**config.mk**
```make
export PLATFORM = sky130hd
export DESIGN_NAME = utf8_bytewise_decoder
export DESIGN_NICKNAME = d
export VERILOG_FILES = /design/src/utf8d_pkg.sv /design/src/utf8d_core.sv /design/src/utf8d_obuf.sv /design/src/utf8_bytewise_decoder.sv
export VERILOG_INCLUDE_DIRS = /design/src /design/src/src
export SDC_FILE = /design/constraint.sdc
export NUM_CORES = 1
export LEC_CHECK = 0
export ABC_AREA = 1
export BUFFER_PORTS_ARGS = -buffer_cell sky130_fd_sc_hd__buf_2
export CORE_MARGIN = 3
export CORE_UTILIZATION = 25
export DETAILED_ROUTE_END_ITERATION = 12
export SYNTH_ARGS = -nofsm -noshare
export SYNTH_HDL_FRONTEND = slang
export SYNTH_HIERARCHICAL = 1
export SYNTH_SLANG_ARGS = --single-unit
```
**constraint.sdc**
```tcl
create_clock -name clk_i -period 3.7 [get_ports clk_i]
set_input_delay 0.37 -clock clk_i [delete_from_list [all_inputs] [get_ports clk_i]]
set_output_delay 0.37 -clock clk_i [all_outputs]
set_load 0.05 [all_outputs]
```
**src/utf8_bytewise_decoder_assert.svh**
```systemverilog
// Assertion macros shared by the utf8 decoder modules.
`ifndef UTF8_BYTEWISE_DECODER_ASSERT_SVH
`define UTF8_BYTEWISE_DECODER_ASSERT_SVH
`ifndef SYNTHESIS
`define UBD_ASSERT(lbl, prop, msg) \
  lbl: assert property (@(posedge clk_i) disable iff (!rst_ni) prop) else $error(msg);
`define UBD_ASSERT_ALWAYS(lbl, prop, msg) \
  lbl: assert property (@(posedge clk_i) prop) else $error(msg);
`else
`define UBD_ASSERT(lbl, prop, msg)
`define UBD_ASSERT_ALWAYS(lbl, prop, msg)
`endif
`endif

```
**src/utf8d_pkg.sv**
```systemverilog
// Shared types and constants of the utf8 bytewise decoder.
`default_nettype none
package utf8d_pkg;

  localparam int unsigned ByteW  = 8;
  localparam int unsigned CpW    = 16;
  localparam int unsigned LenW   = 3;

  localparam logic [ByteW-1:0] ContMask  = 8'hC0;
  localparam logic [ByteW-1:0] ContCode  = 8'h80;
  localparam logic [ByteW-1:0] Lead2Mask = 8'hE0;
  localparam logic [ByteW-1:0] Lead2Code = 8'hC0;
  localparam logic [ByteW-1:0] Lead3Mask = 8'hF0;
  localparam logic [ByteW-1:0] Lead3Code = 8'hE0;
  localparam logic [ByteW-1:0] Lead4Mask = 8'hF8;
  localparam logic [ByteW-1:0] Lead4Code = 8'hF0;

  localparam logic [LenW-1:0] Len0 = 3'd0;
  localparam logic [LenW-1:0] Len1 = 3'd1;
  localparam logic [LenW-1:0] Len2 = 3'd2;
  localparam logic [LenW-1:0] Len3 = 3'd3;
  localparam logic [LenW-1:0] Len4 = 3'd4;

  typedef enum logic [1:0] {
    ST_PENDING = 2'd0,
    ST_READY   = 2'd1,
    ST_DISCARD = 2'd2,
    ST_SKIP4   = 2'd3
  } status_e;

  typedef struct packed {
    status_e          status;
    logic [CpW-1:0]   code_point;
  } res_t;

endpackage
`default_nettype wire

```
**src/utf8d_core.sv**
```systemverilog
// Decode state registers and the per-beat next-state and result logic.
`default_nettype none
`include "utf8_bytewise_decoder_assert.svh"
module utf8d_core (
  input  wire logic                        clk_i,
  input  wire logic                        rst_ni,
  input  wire logic                        in_fire_i,
  input  wire logic [utf8d_pkg::ByteW-1:0] in_byte_i,
  output utf8d_pkg::res_t                  res_o
);

  logic [utf8d_pkg::LenW-1:0] exp_q, exp_d;
  logic [utf8d_pkg::LenW-1:0] seen_q, seen_d;
  logic [utf8d_pkg::CpW-1:0]  acc_q, acc_d;
  logic [utf8d_pkg::LenW-1:0] seen_inc;
  logic [utf8d_pkg::CpW-1:0]  acc_shift;
  logic                       is_idle;

  assign is_idle   = (seen_q == utf8d_pkg::Len0) || (exp_q == utf8d_pkg::Len0);
  assign seen_inc  = seen_q + utf8d_pkg::Len1;
  assign acc_shift = {acc_q[utf8d_pkg::CpW-7:0], in_byte_i[5:0]};

  always_comb begin
    exp_d            = exp_q;
    seen_d           = seen_q;
    acc_d            = acc_q;
    res_o.status     = utf8d_pkg::ST_PENDING;
    res_o.code_point = '0;
    if (is_idle) begin
      exp_d  = utf8d_pkg::Len0;
      seen_d = utf8d_pkg::Len0;
      acc_d  = '0;
      priority if (!in_byte_i[7]) begin
        res_o.status     = utf8d_pkg::ST_READY;
        res_o.code_point = {{(utf8d_pkg::CpW-utf8d_pkg::ByteW){1'b0}}, in_byte_i};
      end else if ((in_byte_i & utf8d_pkg::Lead2Mask) == utf8d_pkg::Lead2Code) begin
        exp_d  = utf8d_pkg::Len2;
        seen_d = utf8d_pkg::Len1;
        acc_d  = {{(utf8d_pkg::CpW-5){1'b0}}, in_byte_i[4:0]};
      end else if ((in_byte_i & utf8d_pkg::Lead3Mask) == utf8d_pkg::Lead3Code) begin
        exp_d  = utf8d_pkg::Len3;
        seen_d = utf8d_pkg::Len1;
        acc_d  = {{(utf8d_pkg::CpW-4){1'b0}}, in_byte_i[3:0]};
      end else if ((in_byte_i & utf8d_pkg::Lead4Mask) == utf8d_pkg::Lead4Code) begin
        exp_d  = utf8d_pkg::Len4;
        seen_d = utf8d_pkg::Len1;
        acc_d  = {{(utf8d_pkg::CpW-3){1'b0}}, in_byte_i[2:0]};
      end else begin
        res_o.status = utf8d_pkg::ST_DISCARD;
      end
    end else if ((in_byte_i & utf8d_pkg::ContMask) == utf8d_pkg::ContCode) begin
      seen_d = seen_inc;
      acc_d  = acc_shift;
      if (seen_inc >= exp_q) begin
        if (exp_q == utf8d_pkg::Len4) begin
          res_o.status = utf8d_pkg::ST_SKIP4;
        end else begin
          res_o.status     = utf8d_pkg::ST_READY;
          res_o.code_point = acc_shift;
        end
        exp_d  = utf8d_pkg::Len0;
        seen_d = utf8d_pkg::Len0;
        acc_d  = '0;
      end
    end else begin
      res_o.status = utf8d_pkg::ST_DISCARD;
      exp_d        = utf8d_pkg::Len0;
      seen_d       = utf8d_pkg::Len0;
      acc_d        = '0;
    end
  end

  always_ff @(posedge clk_i or negedge rst_ni) begin
    if (!rst_ni) begin
      exp_q  <= utf8d_pkg::Len0;
      seen_q <= utf8d_pkg::Len0;
      acc_q  <= '0;
    end else if (in_fire_i) begin
      exp_q  <= exp_d;
      seen_q <= seen_d;
      acc_q  <= acc_d;
    end
  end

  `UBD_ASSERT_ALWAYS(a_open_consistent,
    (exp_q != utf8d_pkg::Len0) |-> (seen_q != utf8d_pkg::Len0 && seen_q < exp_q),
    "open sequence count out of range")
  `UBD_ASSERT_ALWAYS(a_idle_clean,
    (exp_q == utf8d_pkg::Len0) |-> (seen_q == utf8d_pkg::Len0 && acc_q == '0),
    "idle state not cleared")
  `UBD_ASSERT(a_ascii_ready,
    (in_fire_i && is_idle && !in_byte_i[7]) |-> (res_o.status == utf8d_pkg::ST_READY),
    "ascii byte not emitted")

endmodule
`default_nettype wire

```
**src/utf8d_obuf.sv**
```systemverilog
// Result register with a skid stage toward the output channel.
`default_nettype none
`include "utf8_bytewise_decoder_assert.svh"
module utf8d_obuf (
  input  wire logic                       clk_i,
  input  wire logic                       rst_ni,
  input  wire logic                       in_fire_i,
  input  wire utf8d_pkg::res_t            res_i,
  output logic                            in_stall_o,
  output logic                            out_valid_o,
  input  wire logic                       out_stall_i,
  output logic [1:0]                      status_o,
  output logic [utf8d_pkg::CpW-1:0]       code_point_o
);

  logic            main_valid_q;
  logic            skid_valid_q;
  utf8d_pkg::res_t main_q;
  utf8d_pkg::res_t skid_q;
  logic            out_fire;

  assign out_fire     = main_valid_q && !out_stall_i;
  assign in_stall_o   = skid_valid_q;
  assign out_valid_o  = main_valid_q;
  assign status_o     = main_q.status;
  assign code_point_o = main_q.code_point;

  always_ff @(posedge clk_i or negedge rst_ni) begin
    if (!rst_ni) begin
      main_valid_q <= 1'b0;
      skid_valid_q <= 1'b0;
    end else if (in_fire_i) begin
      if (!main_valid_q || out_fire) begin
        main_valid_q <= 1'b1;
      end else begin
        skid_valid_q <= 1'b1;
      end
    end else if (out_fire) begin
      if (skid_valid_q) begin
        skid_valid_q <= 1'b0;
      end else begin
        main_valid_q <= 1'b0;
      end
    end
  end

  always_ff @(posedge clk_i) begin
    if (in_fire_i) begin
      if (!main_valid_q || out_fire) begin
        main_q <= res_i;
      end else begin
        skid_q <= res_i;
      end
    end else if (out_fire && skid_valid_q) begin
      main_q <= skid_q;
    end
  end

  `UBD_ASSERT_ALWAYS(a_skid_needs_main, skid_valid_q |-> main_valid_q,
    "skid beat without main beat")
  `UBD_ASSERT(a_code_only_ready,
    (main_valid_q && main_q.status != utf8d_pkg::ST_READY) |-> (main_q.code_point == '0),
    "code point set on a non-ready beat")
  `UBD_ASSERT(a_skid_fill,
    (in_fire_i && main_valid_q && out_stall_i) |=> skid_valid_q,
    "stalled beat not parked in skid")

endmodule
`default_nettype wire

```
**src/utf8_bytewise_decoder.sv**
```systemverilog
// Top level of the bytewise UTF-8 decoder for the basic multilingual plane.
//   channel | direction | handshake                | payload
//   in      | input     | in_valid_i / in_stall_o  | in_byte_i
//   out     | output    | out_valid_o / out_stall_i| status_o, code_point_o
// One byte is accepted per cycle while in_stall_o is low; its result is registered.
// Every accepted byte gives exactly one result beat.
// A two-entry output buffer (result register plus skid) decouples the sides.
// in_stall_o rises only when the output has been stalled with both entries full.
// Reset clears the decode state and empties the output buffer.
`default_nettype none
module utf8_bytewise_decoder (
  input  wire logic                        clk_i,
  input  wire logic                        rst_ni,
  input  wire logic                        in_valid_i,
  output logic                             in_stall_o,
  input  wire logic [utf8d_pkg::ByteW-1:0] in_byte_i,
  output logic                             out_valid_o,
  input  wire logic                        out_stall_i,
  output logic [1:0]                       status_o,
  output logic [utf8d_pkg::CpW-1:0]        code_point_o
);

  logic            in_fire;
  utf8d_pkg::res_t res;

  assign in_fire = in_valid_i && !in_stall_o;

  utf8d_core u_core (
    .clk_i     (clk_i),
    .rst_ni    (rst_ni),
    .in_fire_i (in_fire),
    .in_byte_i (in_byte_i),
    .res_o     (res)
  );

  utf8d_obuf u_obuf (
    .clk_i        (clk_i),
    .rst_ni       (rst_ni),
    .in_fire_i    (in_fire),
    .res_i        (res),
    .in_stall_o   (in_stall_o),
    .out_valid_o  (out_valid_o),
    .out_stall_i  (out_stall_i),
    .status_o     (status_o),
    .code_point_o (code_point_o)
  );

endmodule
`default_nettype wire

```
==> results.toml <==
[synthesis]
synthDominantCellAreaShare_pct = 43.0
synth_sequential_area_ratio_pct = 60.9
yosys.cell_types.count = 23
yosysWarningCount = 6
synth_top_cell_by_area = "edfxtp_1"
postSynthRegisterBits = 54
mapped_cells = 263
top_area_cells_in_the_synthesized_netlist = "edfxtp_1, dfrtp_1, nand2_1"
syn-mean-instance-area_um2 = 9.56
synth_nets = 280
post_synthesis_instance_area_mm2 = 0.00251

[timing]
timing.final.setup_violations = 0
final.setup.tns_ns = 0
fmax_mhz = 414
final.setup_skew_ns = 0.00379
report.final.hold_viol_count = 0
maxSlewHeadroom_pct = 51.6
layout_worst_path_cycle_share_pct = 65.3
timing_worst_slew_pin_value_ns = 0.724
rsz_0062_raised_after_global_routing = "no"
timing.hold.ws_ns = 0.00562
slew_violations = 0
fin_crit_ns = 2.42

[route]
final_antenna_net_count = 0
drtPass1Iterations = 4
drc = 0
initial_drt_markers = 79
drt_wl_total_um = 4680
via_per_inst = 4.11
routed_wire_length_per_instance_um = 11.0
via_count = 1742

[grt]
antenna_found_initial = 0
number_of_global_route_vias_before_repair = 1757
grt_first_pass_wirelength_um = 8140
global_route.usage.total_pct = 8.92
globalRoute.totalOverflow = 0
grt_start_max_net_pins = 43

[floorplanning]
core_area_mm2 = 0.00950
design.die.area_mm2 = 0.0113
die_width_um = 106
rows = 35
io-pin-count = 32
start_util_pct = 26.5
chipHeight_um = 106

[clock_network]
h-tree-depth = 2
cts_made_buffers = 5
total_setup_buffers_inserted_after_cts = 0
cts_tree = "yes"
hold_buffers = 0
clock_tree.buffer_depth = 2
clk_pin_slew_ns = 0.09
cts_num_sinks = 54
cts.repair.resized = 0
clockRootBuffer = "clkbuf_8"
clk_latency_worst_skew_pair_ns = 0.30

[power_and_ir_drop]
vdd_drop_max_mv = 0.255
powerDensity_mw_per_mm2 = 673
leakage_nw = 1.32
finalPower_mw = 1.93

[run]
drv_cap = 0

[final_layout]
drive_above_1_share_pct = 16.3
nets_final = 311
n_antenna_cell = 0
nFillCells = 1015
area_of_the_multi_input_gates_um2 = 787
layout.area.seq_mm2 = 0.00153
synthToLayoutAreaGrowth_pct = 13.8
finish.cell_count_without_fillers = 424

[worst_setup_path]
reg2reg_from = "u_core/seen_q[0]$_DFFE_PN0P_"
timing.critical_path.to = "u_obuf/status_o[1]$_DFFE_PP_"
crit_type = "flip-flop to flip-flop"
worst_path_maximum_fanout = 11
crit_path_start = "u_core/seen_q[0]$_DFFE_PN0P_"
cp.arrival_ns = 2.47
r2r_slack_ns = 1.28
cp-end-kind = "flip-flop"
r2r_cells = 9
worstPathRequired_ns = 3.76
reg_to_reg_endpoint = "u_obuf/status_o[1]$_DFFE_PP_"
timing.critical_path.from_type = "flip-flop"

[placement]
io_buffers = 31
placed_cells_incl_taps = 416
routabilityCongestion = 0.804
dpl.hpwl_um = 3390

[hold_path]
worst_hold_path_type = "input port to asynchronous set/reset pin"

[status]
run_status = "finished, final reports clean"
-- registers in the layout, indices dropped and copies added, names as in the netlist --
signal / flops
u_obuf/status_o: 2
u_obuf/skid_q: 18
u_core/acc_q: 10
u_obuf/code_point_o: 16
u_obuf/in_stall_o: 1
u_obuf/out_valid_o: 1
u_core/exp_q: 3
u_core/seen_q: 3
-- routing by layer --
metal | share of wire (%) | global-route usage (%)
met5 | 0 | 0
met4 | 0.77 | 2.59
met3 | 5.1 | 2.06
met2 | 48 | 15.1
met1 | 46 | 11.4
-- Yosys cell counts --
cell	number
dfrtp_1	18
nor2_2	3
nand3_2	2
o21ai_0	10
nor3_1	3
xor2_1	1
buf_8	1
ha_1	5
o21ai_1	1
nand2_2	1
clkbuf_1	2
buf_4	1
a21oi_4	1
a21boi_0	4
edfxtp_1	36
buf_6	4
a21oi_1	4
a31oi_1	1
nor2_1	15
inv_1	32
nand3_1	17
nand2_1	100
nor2_4	1
-- stage by stage --
step / util, % / instance area, um^2 / worst slack [ns]
6_report: 30.1 / 2860 / 1.28
5_1_grt: 30.1 / 2860 / 1.08
4_1_cts: 30.1 / 2860 / 1.26
3_5_place_dp: 29.1 / 2760 / 1.26
3_3_place_gp: 29.1 / 2760 / 1.29
2_1_floorplan: - / 2510 / 1.66
-- where the power goes --
part           internal (mW)  total, mW  switching [mW]  leakage, nW
Sequential             0.812      0.864          0.0519        0.587
Clock                  0.154      0.341           0.186       0.0478
Combinational          0.150      0.721           0.571        0.681
-- cell type report --
class / count / share of cell area, %
multi-input cells: 169 / 27.5
clock inverters: 2 / 0.568
clock buffers: 6 / 2.89
well taps: 129 / 5.64
repair buffers: 32 / 5.68
inverters: 32 / 4.20
flip-flops and latches: 54 / 53.5
-- cell families (layout without fill, tap and decap cells) --
kind of cell | after synthesis | in the layout | share of synthesized area, %
simple gates | 142 | 142 | 23.4
fa+ha+maj | 5 | 5 | 2.49
xor+xnor | 1 | 1 | 0.348
flops | 54 | 54 | 60.9
compound gates | 21 | 21 | 5.08
buf+inv | 40 | 72 | 7.77
-- critical path: stages, from the launching register on --
cell and delay [ns]:
dfrtp_1 0.43, ha_1 0.22, xor2_1 0.21, ha_1 0.29
a21oi_1 0.18, nand3_2 0.16, nor2_2 0.38, nor3_1 0.14
nand2_1 0.09, nand2_1 0.07
-- cells in the final DEF, fill, tap and decap left out, types with 5 or more instances in the layout --
master / count
buf_2: 31
nand3_1: 17
clkbuf_8: 6
inv_1: 32
o21ai_0: 10
ha_1: 5
edfxtp_1: 36
nor2_1: 15
nand2_1: 100
dfrtp_1: 18
-- worst min path at each step --
| stage | slack (ns) | cells after the start | startpoint | to |
|---|---|---|---|---|
| floorplan | 0.07 | 0 | rst_ni | u_core/acc_q[0]$_DFFE_PN0P_ |
| global placement | 0.34 | 1 | rst_ni | u_core/seen_q[1]$_DFFE_PN0P_ |
| detailed placement | 0.35 | 1 | rst_ni | u_core/seen_q[1]$_DFFE_PN0P_ |
| CTS | 0.01 | 1 | rst_ni | u_core/seen_q[1]$_DFFE_PN0P_ |
| global route | 0.02 | 1 | rst_ni | u_obuf/out_valid_o$_DFFE_PN0P_ |
| finish | 0.006 | 1 | rst_ni | u_core/acc_q[5]$_DFFE_PN0P_ |
(Power assumes the default switching activity.)
